`src/rtl/core/hmt_pkg.sv`:
```
// Shared types and constants of the wire hit merge table.
`default_nettype none

package hmt_pkg;

  localparam int TIME_W     = 16;
  localparam int QIN_W      = 16;
  localparam int CHARGE_W   = 24;
  localparam int RADIUS_W   = 13;
  localparam int TRACK_W    = 16;
  localparam int PART_W     = 8;
  localparam int LIMIT_W    = 6;
  localparam int APB_AW     = 4;
  localparam int APB_DW     = 32;
  localparam int REG_IDX_W  = 2;

  // Command codes of an input word
  localparam logic CMD_ADD   = 1'b0;
  localparam logic CMD_FLUSH = 1'b1;

  // Register indexes (byte address = 4 * index)
  localparam logic [REG_IDX_W-1:0] REG_RESOLUTION = 2'd0;
  localparam logic [REG_IDX_W-1:0] REG_WINDOW     = 2'd1;
  localparam logic [REG_IDX_W-1:0] REG_LIMIT      = 2'd2;

  localparam logic [TIME_W-1:0]  RESOLUTION_RST = 16'd400;
  localparam logic [TIME_W-1:0]  WINDOW_RST     = 16'd16000;
  localparam logic [LIMIT_W-1:0] LIMIT_RST      = 6'd32;

  typedef struct packed {
    logic [TIME_W-1:0]   hit_time;
    logic [CHARGE_W-1:0] charge;
    logic [RADIUS_W-1:0] radius;
    logic [TRACK_W-1:0]  track;
    logic [PART_W-1:0]   particle;
  } entry_t;

  typedef struct packed {
    logic lt;    // op_a < op_b
    logic near;  // |op_a - op_b| < window
  } cmp_res_t;

  typedef enum logic [2:0] {
    ST_IDLE,
    ST_ADD_SCAN,
    ST_ADD_MERGE,
    ST_FL_SCAN,
    ST_FL_WAIT
  } state_e;

endpackage

`default_nettype wire

```
`src/rtl/core/hmt_item_if.sv`:
```
// Input channel: one cluster add or flush command per word.
`default_nettype none

interface hmt_item_if;
  import hmt_pkg::*;

  logic                valid;
  logic                ready;
  logic                command;
  logic [TIME_W-1:0]   hit_time;
  logic [QIN_W-1:0]    charge;
  logic [RADIUS_W-1:0] drift_radius;
  logic [TRACK_W-1:0]  track_id;
  logic [PART_W-1:0]   particle_type;

  modport source (
    output valid, command, hit_time, charge, drift_radius, track_id, particle_type,
    input  ready
  );

  modport sink (
    input  valid, command, hit_time, charge, drift_radius, track_id, particle_type,
    output ready
  );

endinterface

`default_nettype wire

```
`src/rtl/core/hmt_result_if.sv`:
```
// Output channel: one merged hit per word during a flush.
`default_nettype none

interface hmt_result_if;
  import hmt_pkg::*;

  logic                valid;
  logic                ready;
  logic [TIME_W-1:0]   out_time;
  logic [CHARGE_W-1:0] out_charge;
  logic [RADIUS_W-1:0] out_radius;
  logic [TRACK_W-1:0]  out_track;
  logic [PART_W-1:0]   out_particle;
  logic                overflow_seen;
  logic                last;

  modport source (
    output valid, out_time, out_charge, out_radius, out_track, out_particle,
           overflow_seen, last,
    input  ready
  );

  modport sink (
    input  valid, out_time, out_charge, out_radius, out_track, out_particle,
           overflow_seen, last,
    output ready
  );

endinterface

`default_nettype wire

```
`src/rtl/core/hit_merge_table.sv`:
```
// Top level of the wire hit merge table: sequencer, registers, APB port.
// Add word: the stored hits are scanned in order and the first one within the resolution
//   takes a merge (one table read per cycle into the shared comparator); a word out of
//   window is dropped. Flush word: one selection pass per emitted hit plus the output
//   handshake. Not ready while busy.
// Reset: registers return to 400 / 16000 / 32, the table is empty, no clearing pass.
`default_nettype none

module hit_merge_table #(
  parameter int TABLE_DEPTH = 32
) (
  input  wire logic                         clk_i,
  input  wire logic                         rst_ni,
  hmt_item_if.sink                          item_i,
  hmt_result_if.source                      result_o,
  // APB register port
  input  wire logic                         psel,
  input  wire logic                         penable,
  input  wire logic                         pwrite,
  input  wire logic [hmt_pkg::APB_AW-1:0]   paddr,
  input  wire logic [hmt_pkg::APB_DW-1:0]   pwdata,
  output logic      [hmt_pkg::APB_DW-1:0]   prdata,
  output logic                              pready
);
  import hmt_pkg::*;

  localparam int IW = (TABLE_DEPTH > 1) ? $clog2(TABLE_DEPTH) : 1;
  localparam int CW = $clog2(TABLE_DEPTH + 1);

  // Configuration
  logic [TIME_W-1:0]  res_q, win_q;
  logic [LIMIT_W-1:0] lim_q;
  logic [REG_IDX_W-1:0] reg_idx;
  logic               apb_wr;

  // Sequencer and table bookkeeping
  state_e          state_q, state_d;
  logic [CW-1:0]   count_q, count_d;
  logic            drop_q, drop_d;
  logic [CW-1:0]   addr_q, addr_d;     // next table entry to read
  logic            pend_q, pend_d;     // read data of pidx_q is waiting
  logic [IW-1:0]   pidx_q, pidx_d;
  logic            found_q, found_d;   // flush pass has a best candidate
  logic [CW-1:0]   cand_q, cand_d;     // candidates seen in this pass
  logic [IW-1:0]   best_idx_q, best_idx_d;
  logic [TABLE_DEPTH-1:0] done_q, done_d;  // already emitted in this flush
  logic            ov_valid_q, ov_valid_d;

  // Payload registers
  entry_t          cl_q, cl_d;         // cluster being added
  entry_t          best_q, best_d;
  entry_t          out_q, out_d;
  logic            out_ovf_q, out_ovf_d;
  logic            out_last_q, out_last_d;

  // Memory and comparator hookup
  logic            mem_we, mem_re;
  logic [IW-1:0]   mem_waddr;
  entry_t          mem_wdata;
  entry_t          rdata;
  logic [TIME_W-1:0] cmp_a, cmp_b;
  cmp_res_t        cmp;

  logic            item_fire, res_fire;
  logic            issue, pass_end, cand_ok, fits, late;
  logic [6:0]      lim_w;
  logic [CW-1:0]   lim_eff;
  logic [CHARGE_W:0] qsum;

  assign item_fire = item_i.valid & item_i.ready;
  assign res_fire  = result_o.valid & result_o.ready;

  // Limit is the smaller of the register and the table depth
  assign lim_w   = (7'(lim_q) > 7'(TABLE_DEPTH)) ? 7'(TABLE_DEPTH) : 7'(lim_q);
  assign lim_eff = CW'(lim_w);

  assign issue    = (addr_q < count_q);
  assign pass_end = !issue && !pend_q;
  assign cand_ok  = !done_q[pidx_q] && (rdata.charge != '0);
  assign fits     = (count_q < lim_eff);
  assign late     = (item_i.hit_time > win_q);
  assign qsum     = {1'b0, rdata.charge} + (CHARGE_W + 1)'(cl_q.charge);

  // ---------------------------------------------------------------------
  // APB: writes on the access phase, reads are combinational
  // ---------------------------------------------------------------------
  assign pready  = 1'b1;
  assign reg_idx = paddr[APB_AW-1:2];
  assign apb_wr  = psel & penable & pwrite & pready;

  always_comb begin
    unique case (reg_idx)
      REG_RESOLUTION: prdata = APB_DW'(res_q);
      REG_WINDOW:     prdata = APB_DW'(win_q);
      REG_LIMIT:      prdata = APB_DW'(lim_q);
      default:        prdata = '0;
    endcase
  end

  // ---------------------------------------------------------------------
  // Shared comparator operand select
  //   add scan : stored time vs cluster time (window test)
  //   merge    : cluster time < stored time picks the earlier cluster
  //   flush    : stored time < best time (strict, so ties keep stored order)
  // ---------------------------------------------------------------------
  always_comb begin
    cmp_a = (state_q == ST_ADD_MERGE) ? cl_q.hit_time : rdata.hit_time;
    if (state_q == ST_FL_SCAN) begin
      cmp_b = best_q.hit_time;
    end else if (state_q == ST_ADD_MERGE) begin
      cmp_b = rdata.hit_time;
    end else begin
      cmp_b = cl_q.hit_time;
    end
  end

  hmt_cmp u_cmp (
    .op_a_i   (cmp_a),
    .op_b_i   (cmp_b),
    .window_i (res_q),
    .res_o    (cmp)
  );

  hmt_mem #(
    .DEPTH (TABLE_DEPTH),
    .IW    (IW)
  ) u_mem (
    .clk_i   (clk_i),
    .we_i    (mem_we),
    .waddr_i (mem_waddr),
    .wdata_i (mem_wdata),
    .re_i    (mem_re),
    .raddr_i (addr_q[IW-1:0]),
    .rdata_o (rdata)
  );

  // ---------------------------------------------------------------------
  // Next state
  // ---------------------------------------------------------------------
  always_comb begin
    state_d = state_q;
    unique case (state_q)
      ST_IDLE: begin
        if (item_fire) begin
          if (item_i.command == CMD_FLUSH) begin
            state_d = ST_FL_SCAN;
          end else if (!late) begin
            state_d = ST_ADD_SCAN;
          end
        end
      end
      ST_ADD_SCAN: begin
        if (pend_q && cmp.near) begin
          state_d = ST_ADD_MERGE;
        end else if (!issue) begin
          state_d = ST_IDLE;
        end
      end
      ST_ADD_MERGE: state_d = ST_IDLE;
      ST_FL_SCAN: begin
        if (pass_end) begin
          state_d = found_q ? ST_FL_WAIT : ST_IDLE;
        end
      end
      ST_FL_WAIT: begin
        if (res_fire) begin
          state_d = out_last_q ? ST_IDLE : ST_FL_SCAN;
        end
      end
      default: state_d = ST_IDLE;
    endcase
  end

  // ---------------------------------------------------------------------
  // Datapath and memory control
  // ---------------------------------------------------------------------
  always_comb begin
    count_d    = count_q;
    drop_d     = drop_q;
    addr_d     = addr_q;
    pend_d     = pend_q;
    pidx_d     = pidx_q;
    found_d    = found_q;
    cand_d     = cand_q;
    best_idx_d = best_idx_q;
    done_d     = done_q;
    ov_valid_d = ov_valid_q;
    cl_d       = cl_q;
    best_d     = best_q;
    out_d      = out_q;
    out_ovf_d  = out_ovf_q;
    out_last_d = out_last_q;
    mem_we     = 1'b0;
    mem_re     = 1'b0;
    mem_waddr  = pidx_q;
    mem_wdata  = rdata;

    unique case (state_q)
      ST_IDLE: begin
        if (item_fire) begin
          cl_d.hit_time = item_i.hit_time;
          cl_d.charge   = CHARGE_W'(item_i.charge);
          cl_d.radius   = item_i.drift_radius;
          cl_d.track    = item_i.track_id;
          cl_d.particle = item_i.particle_type;
          addr_d  = '0;
          pend_d  = 1'b0;
          found_d = 1'b0;
          cand_d  = '0;
          done_d  = '0;
        end
      end

      ST_ADD_SCAN: begin
        if (pend_q && cmp.near) begin
          // hold the matching word in the read register for the merge
        end else if (issue) begin
          mem_re = 1'b1;
          addr_d = addr_q + CW'(1);
          pend_d = 1'b1;
          pidx_d = addr_q[IW-1:0];
        end else if (fits) begin
          mem_we    = 1'b1;
          mem_waddr = count_q[IW-1:0];
          mem_wdata = cl_q;
          count_d   = count_q + CW'(1);
        end else begin
          drop_d = 1'b1;
        end
      end

      ST_ADD_MERGE: begin
        mem_we    = 1'b1;
        mem_waddr = pidx_q;
        mem_wdata = cmp.lt ? cl_q : rdata;
        mem_wdata.charge = qsum[CHARGE_W] ? '1 : qsum[CHARGE_W-1:0];
      end

      ST_FL_SCAN: begin
        pend_d = issue;
        if (issue) begin
          mem_re = 1'b1;
          addr_d = addr_q + CW'(1);
          pidx_d = addr_q[IW-1:0];
        end
        if (pend_q && cand_ok) begin
          cand_d = cand_q + CW'(1);
          if (!found_q || cmp.lt) begin
            best_d     = rdata;
            best_idx_d = pidx_q;
            found_d    = 1'b1;
          end
        end
        if (pass_end) begin
          if (found_q) begin
            out_d      = best_q;
            out_ovf_d  = drop_q;
            out_last_d = (cand_q == CW'(1));
            ov_valid_d = 1'b1;
            done_d[best_idx_q] = 1'b1;
          end else begin
            // nothing with charge: clear only
            count_d = '0;
            drop_d  = 1'b0;
          end
        end
      end

      ST_FL_WAIT: begin
        if (res_fire) begin
          ov_valid_d = 1'b0;
          if (out_last_q) begin
            count_d = '0;
            drop_d  = 1'b0;
          end else begin
            addr_d  = '0;
            pend_d  = 1'b0;
            found_d = 1'b0;
            cand_d  = '0;
          end
        end
      end

      default: begin
      end
    endcase
  end

  // ---------------------------------------------------------------------
  // Registers
  // ---------------------------------------------------------------------
  always_ff @(posedge clk_i or negedge rst_ni) begin
    if (!rst_ni) begin
      res_q      <= RESOLUTION_RST;
      win_q      <= WINDOW_RST;
      lim_q      <= LIMIT_RST;
      state_q    <= ST_IDLE;
      count_q    <= '0;
      drop_q     <= 1'b0;
      addr_q     <= '0;
      pend_q     <= 1'b0;
      pidx_q     <= '0;
      found_q    <= 1'b0;
      cand_q     <= '0;
      best_idx_q <= '0;
      done_q     <= '0;
      ov_valid_q <= 1'b0;
    end else begin
      if (apb_wr) begin
        unique case (reg_idx)
          REG_RESOLUTION: res_q <= pwdata[TIME_W-1:0];
          REG_WINDOW:     win_q <= pwdata[TIME_W-1:0];
          REG_LIMIT:      lim_q <= pwdata[LIMIT_W-1:0];
          default: begin
          end
        endcase
      end
      state_q    <= state_d;
      count_q    <= count_d;
      drop_q     <= drop_d;
      addr_q     <= addr_d;
      pend_q     <= pend_d;
      pidx_q     <= pidx_d;
      found_q    <= found_d;
      cand_q     <= cand_d;
      best_idx_q <= best_idx_d;
      done_q     <= done_d;
      ov_valid_q <= ov_valid_d;
    end
  end

  always_ff @(posedge clk_i) begin
    cl_q       <= cl_d;
    best_q     <= best_d;
    out_q      <= out_d;
    out_ovf_q  <= out_ovf_d;
    out_last_q <= out_last_d;
  end

  // ---------------------------------------------------------------------
  // Channel drive
  // ---------------------------------------------------------------------
  assign item_i.ready           = (state_q == ST_IDLE);
  assign result_o.valid         = ov_valid_q;
  assign result_o.out_time      = out_q.hit_time;
  assign result_o.out_charge    = out_q.charge;
  assign result_o.out_radius    = out_q.radius;
  assign result_o.out_track     = out_q.track;
  assign result_o.out_particle  = out_q.particle;
  assign result_o.overflow_seen = out_ovf_q;
  assign result_o.last          = out_last_q;

endmodule

`default_nettype wire

```
`src/rtl/core/hmt_mem.sv`:
```
// Hit table storage: one write port, one read port with registered data.
`default_nettype none

module hmt_mem #(
  parameter int DEPTH = 32,
  parameter int IW    = 5
) (
  input  wire logic             clk_i,
  input  wire logic             we_i,
  input  wire logic [IW-1:0]    waddr_i,
  input  wire hmt_pkg::entry_t  wdata_i,
  input  wire logic             re_i,
  input  wire logic [IW-1:0]    raddr_i,
  output hmt_pkg::entry_t       rdata_o
);
  import hmt_pkg::*;

  entry_t mem_q [DEPTH];
  entry_t rdata_q;

  always_ff @(posedge clk_i) begin
    if (we_i) begin
      mem_q[waddr_i] <= wdata_i;
    end
  end

  always_ff @(posedge clk_i) begin
    if (re_i) begin
      rdata_q <= mem_q[raddr_i];
    end
  end

  assign rdata_o = rdata_q;

endmodule

`default_nettype wire

```
`src/rtl/core/hmt_cmp.sv`:
```
// Shared time comparator: order and two-hit window test.
`default_nettype none

module hmt_cmp (
  input  wire logic [hmt_pkg::TIME_W-1:0] op_a_i,
  input  wire logic [hmt_pkg::TIME_W-1:0] op_b_i,
  input  wire logic [hmt_pkg::TIME_W-1:0] window_i,
  output hmt_pkg::cmp_res_t               res_o
);
  import hmt_pkg::*;

  logic [TIME_W:0]   diff;
  logic [TIME_W-1:0] mag;

  always_comb begin
    diff = {1'b0, op_a_i} - {1'b0, op_b_i};
    // borrow out means a < b
    mag  = diff[TIME_W] ? (op_b_i - op_a_i) : diff[TIME_W-1:0];
    res_o.lt   = diff[TIME_W];
    res_o.near = (mag < window_i);
  end

endmodule

`default_nettype wire

```
`src/flat_wrapper.sv`:
```
// flat-port wrapper written by rule: the top's interface ports become plain ports
module hit_merge_table_flat import hmt_pkg::*;
#(
  parameter int TABLE_DEPTH = 32
)
  (clk_i, rst_ni, psel, penable, pwrite, paddr, pwdata, prdata, pready, item_i_valid, item_i_command, item_i_hit_time, item_i_charge, item_i_drift_radius, item_i_track_id, item_i_particle_type, item_i_ready, result_o_valid, result_o_out_time, result_o_out_charge, result_o_out_radius, result_o_out_track, result_o_out_particle, result_o_overflow_seen, result_o_last, result_o_ready);
  hmt_item_if item_i_i ();
  hmt_result_if result_o_i ();
  input  wire logic clk_i;
  input  wire logic rst_ni;
  input  wire logic psel;
  input  wire logic penable;
  input  wire logic pwrite;
  input  wire logic [hmt_pkg::APB_AW-1:0] paddr;
  input  wire logic [hmt_pkg::APB_DW-1:0] pwdata;
  output logic      [hmt_pkg::APB_DW-1:0] prdata;
  output logic pready;
  input wire logic [$bits(item_i_i.valid)-1:0] item_i_valid;
  input wire logic [$bits(item_i_i.command)-1:0] item_i_command;
  input wire logic [$bits(item_i_i.hit_time)-1:0] item_i_hit_time;
  input wire logic [$bits(item_i_i.charge)-1:0] item_i_charge;
  input wire logic [$bits(item_i_i.drift_radius)-1:0] item_i_drift_radius;
  input wire logic [$bits(item_i_i.track_id)-1:0] item_i_track_id;
  input wire logic [$bits(item_i_i.particle_type)-1:0] item_i_particle_type;
  output wire logic [$bits(item_i_i.ready)-1:0] item_i_ready;
  output wire logic [$bits(result_o_i.valid)-1:0] result_o_valid;
  output wire logic [$bits(result_o_i.out_time)-1:0] result_o_out_time;
  output wire logic [$bits(result_o_i.out_charge)-1:0] result_o_out_charge;
  output wire logic [$bits(result_o_i.out_radius)-1:0] result_o_out_radius;
  output wire logic [$bits(result_o_i.out_track)-1:0] result_o_out_track;
  output wire logic [$bits(result_o_i.out_particle)-1:0] result_o_out_particle;
  output wire logic [$bits(result_o_i.overflow_seen)-1:0] result_o_overflow_seen;
  output wire logic [$bits(result_o_i.last)-1:0] result_o_last;
  input wire logic [$bits(result_o_i.ready)-1:0] result_o_ready;
  assign item_i_i.valid = item_i_valid;
  assign item_i_i.command = item_i_command;
  assign item_i_i.hit_time = item_i_hit_time;
  assign item_i_i.charge = item_i_charge;
  assign item_i_i.drift_radius = item_i_drift_radius;
  assign item_i_i.track_id = item_i_track_id;
  assign item_i_i.particle_type = item_i_particle_type;
  assign item_i_ready = item_i_i.ready;
  assign result_o_valid = result_o_i.valid;
  assign result_o_out_time = result_o_i.out_time;
  assign result_o_out_charge = result_o_i.out_charge;
  assign result_o_out_radius = result_o_i.out_radius;
  assign result_o_out_track = result_o_i.out_track;
  assign result_o_out_particle = result_o_i.out_particle;
  assign result_o_overflow_seen = result_o_i.overflow_seen;
  assign result_o_last = result_o_i.last;
  assign result_o_i.ready = result_o_ready;
  hit_merge_table #(.TABLE_DEPTH(TABLE_DEPTH)) u_core (.clk_i(clk_i), .rst_ni(rst_ni), .item_i(item_i_i), .result_o(result_o_i), .psel(psel), .penable(penable), .pwrite(pwrite), .paddr(paddr), .pwdata(pwdata), .prdata(prdata), .pready(pready));
endmodule
```
`config.mk`:
```
export PLATFORM = sky130hd
export DESIGN_NAME = hit_merge_table_flat
export DESIGN_NICKNAME = d
export VERILOG_FILES = /design/src/rtl/core/hmt_pkg.sv /design/src/rtl/core/hmt_item_if.sv /design/src/rtl/core/hmt_result_if.sv /design/src/rtl/core/hit_merge_table.sv /design/src/rtl/core/hmt_mem.sv /design/src/rtl/core/hmt_cmp.sv /design/src/flat_wrapper.sv
export SDC_FILE = /design/constraint.sdc
export NUM_CORES = 2
export LEC_CHECK = 0
export ABC_AREA = 1
export BUFFER_PORTS_ARGS = -buffer_cell sky130_fd_sc_hd__buf_2
export CAP_MARGIN = 10
export CORE_ASPECT_RATIO = 0.7
export CORE_UTILIZATION = 55
export DETAILED_ROUTE_END_ITERATION = 16
export PLACE_DENSITY = 0.71
export SLEW_MARGIN = 30
export SYNTH_ARGS = -nofsm -noshare
export SYNTH_HDL_FRONTEND = slang
export SYNTH_SLANG_ARGS = --single-unit
```
`constraint.sdc`:
```
create_clock -name clk_i -period 16.6 [get_ports clk_i]
set_input_delay 0.83 -clock clk_i [delete_from_list [all_inputs] [get_ports clk_i]]
set_output_delay 0.83 -clock clk_i [all_outputs]
set_load 0.05 [all_outputs]
```
==> results.toml <==
[setup_path]
worst_setup_path_end_kind = "flop"
critPathLaunchType = "flop"
slowest_delay_ps = 900
ff2ff_path_depth = 36
cp_data_arrival_time_ps = 11430
crit_type = "flop to flop"
worstReg2RegEnd = "u_core.u_mem.mem_q[20][14]$_DFFE_PP_"
reg2reg_from = "u_core.state_q[2]$_DFFE_PN0P_"
cp_slowest_cell = "nor2_4"
path_max_fanout = 65
r2r_slack_ps = 5610
cpMostUsedCell = "nand2_1"
cp_data_required_time_ps = 17040

[placed_design]
dp.cells = 11600
place.gp.congestion = 0.914
numPortBuffers = 191
place_hpwl_mm = 172
place_area_sq_um = 120000

[floorplanning]
die_y_microns = 387
dieArea_sq_um = 214000
io_pins = 227
rows = 140
dieWidth_microns = 552
core_area_sq_um = 209000
start_util = 0.557

[logic_synthesis]
synthTopCellsByCount = "2,766 x edfxtp_1, 1,493 x nor2_1, 1,440 x o21ai_0"
syn_inst = 9106
yosysWarnings = 0
netlist_area_sq_um = 116000
synth_top_area_cell = "edfxtp_1"
synth_xor_area_frac = 0.00301
synth_compound_area_frac = 0.133
synth_top_family_by_area = "compound AO/OA/AOI/OAI gates"
synthTopCellsByArea = "edfxtp_1 71%, o21ai_0 6.2%, nor2_1 4.8%"
avgSynthCellArea_sq_um = 12.8
yosysTopAreaCellShare = 0.713
ys_types = 49
synth_edf_count = 2766
ys_seq_area_frac = 0.736
synth.mux.area_fraction = 0.0000859
ys_seq_elements = 2871
synth_most_common_cell = "edfxtp_1"
synth_ff_type = "edfxtp_1"
synthAdderAreaFrac = 0.0104
synthSimpleGateAreaFrac = 0.0849
async_flop_share = 0.0366

[min_path]
min_path_type = "input port to flop"
min_from = "item_i_drift_radius[7]"
whs_endpoint = "u_core.cl_q[31]$_DFFE_PP_"
min_path_cells = 1

[cts]
clk_pin_slew_ps = 60
cts_buffer_depth = 4
hold_buffers = 1
cts_root_buffer = "clkbuf_16"
tritoncts = "done"
clk_latency_ps = 850
numCtsBuffers = 267
cts_setup_buffers = 0
clock-sinks = 2871
cts-resized-gates = 0
cts_max_level = 5

[power_and_ir_drop]
power_mw = 25.8
total_leakage_power_nw = 43.1
ir_worst_vdd_v = 0.000250
p_per_area_nw_per_um2 = 201

[route]
drt-initial-drc-count = 12200
ant_nets = 0
wl_per_cell_microns = 27.5
vias = 78500
drt-total-wl_mm = 333
drc_errors = 0
drt_pass1_iterations = 6
vias_per_cell = 6.48

[sta]
hold_violations = 0
fin_worst_skew_ps = 59.3
setup_violations = 0
rsz0062_at_grt = "false"
min_period_ps = 10990
tns_ps = 0
tightest_slew_ps = 1150
fmax_mhz = 91.0
maxSlewViolCount = 0
hold_ws_ps = 163
relSlewSlack = 0.231
post-route-period-util = 0.662

[finish]
final_layout_size_suffix_gt1_frac = 0.0916
fin_nets = 9360
final_area_sq_um = 129000
area_growth_pct = 10.4
final_cell_count_no_fill = 12100

[global_route]
grt_pass1_vias = 73200
grt_max_degree = 228
antenna_found_initial = 5
grt_util_all_layers = 0.303
gr-total-overflow = 0
grt_pass1_wl_mm = 483

[job]
maxCapViolCount = 0

[run_status]
outcome = "finished clean"
## cells in the final DEF, fill, tap and decap left out, types with 10 or more instances in the layout
cell       netlist  routed
o211a_1         39      39
nand2_1        698     692
clkbuf_1       394      48
o221ai_1       182     182
clkbuf_16        0     277
edfxtp_1      2766    2766
dfstp_2         10      10
a21oi_1        242     242
nand4_1         34      34
bufinv_16        0      13
nand2_2          6      11
o211ai_1        64      64
clkinv_1         2      62
inv_2           16      13
nor3_1          31      31
o21ai_4          0      11
dfrtp_1         95      90
a21o_1          10      10
o21ai_0       1440    1428
clkinv_2         0      35
o21a_1          57      57
nand3_1        188     172
buf_2          155     190
a22oi_1         10      10
o22ai_1        450     450
a31oi_1        119     119
ha_1            92      92
inv_1          289     285
o21ai_1         48      57
buf_6            3      16
nor2_4           4      41
buf_4           43     156
conb_1           2      17
nand3_2          7      23
xor2_1          35      35
nor2_1        1493    1457
## registers in the layout, indices dropped and copies added, names as in the netlist, 6 cells and up
name                          count
u_core.u_mem.mem_q             2464
u_core.best_q                    77
u_core.u_mem.rdata_o             77
u_core.cl_q                      69
u_core.done_q                    32
u_core.result_o.out_charge       24
u_core.res_q                     16
u_core.result_o.out_time         16
u_core.result_o.out_track        16
u_core.win_q                     16
u_core.result_o.out_radius       13
u_core.result_o.out_particle      8
u_core.addr_q                     6
u_core.cand_q                     6
u_core.count_q                    6
u_core.lim_q                      6
## stage by stage
step	util	worst slack, ps
after floorplan	-	8360
after global placement	0.574	5970
after detailed placement	0.575	5920
after CTS	0.614	5840
after global routing	0.615	5250
final	0.615	5610
## logic make-up (layout without fill, tap and decap cells)
group | after synthesis | count (layout)
AOI/OAI and AO/OA | 2686 | 2686
xor gates and xnor gates | 40 | 40
adders and majority gates | 95 | 95
buffers and inverters | 920 | 1137
DFF | 2871 | 2871
muxes | 1 | 1
other | 2 | 19
and+or+nand+nor | 2491 | 2491
## cell type report
type / instances / area, sq um
timing repair buffer: 375 / 2580
antenna: 2 / 5.00
inverter: 307 / 1200
multi-input combinational: 5330 / 27500
tap: 2769 / 3460
fill: 15600 / 80600
clock buffer: 328 / 7150
sequential: 2871 / 85700
clock inverter: 127 / 967
## how the worst max path moves through the flow
stage | slack, ps | from | endpoint
after global routing | 5250 | u_core.state_q[2]$_DFFE_PN0P_ | u_core.u_mem.mem_q[20][14]$_DFFE_PP_
final | 5610 | u_core.state_q[2]$_DFFE_PN0P_ | u_core.u_mem.mem_q[20][14]$_DFFE_PP_
after global placement | 5970 | u_core.state_q[2]$_DFFE_PN0P_ | u_core.u_mem.mem_q[8][16]$_DFFE_PP_
after floorplan | 8360 | u_core.state_q[2]$_DFFE_PN0P_ | u_core.u_mem.mem_q[0][0]$_DFFE_PP_
after CTS | 5840 | u_core.state_q[2]$_DFFE_PN0P_ | u_core.u_mem.mem_q[22][24]$_DFFE_PP_
after detailed placement | 5920 | u_core.state_q[2]$_DFFE_PN0P_ | u_core.u_mem.mem_q[22][20]$_DFFE_PP_
## where the power goes
group | internal [mW] | switching (mW) | total, mW | leakage, nW
clock | 3.27 | 2.61 | 5.87 | 3.97
sequential | 10.8 | 0.378 | 11.2 | 26.3
combinational | 2.02 | 6.75 | 8.77 | 12.8
## layer usage
layer	up-vias	wire, microns	global-route usage
met5	-	13	0
met4	2	10700	0.0954
met3	681	42800	0.0587
met2	5343	146000	0.450
met1	38700	133000	0.454
li1	33800	-	-
## worst max-delay path: cells and delay by family (launching register included)
kind	cells	cell delay [ps]
buffers and inverters	10	4110
AOI/OAI and AO/OA	2	290
adders and majority gates	3	1080
DFF	1	460
and+or+nand+nor	21	4500
No activity file was read; power rests on OpenSTA's default activity.
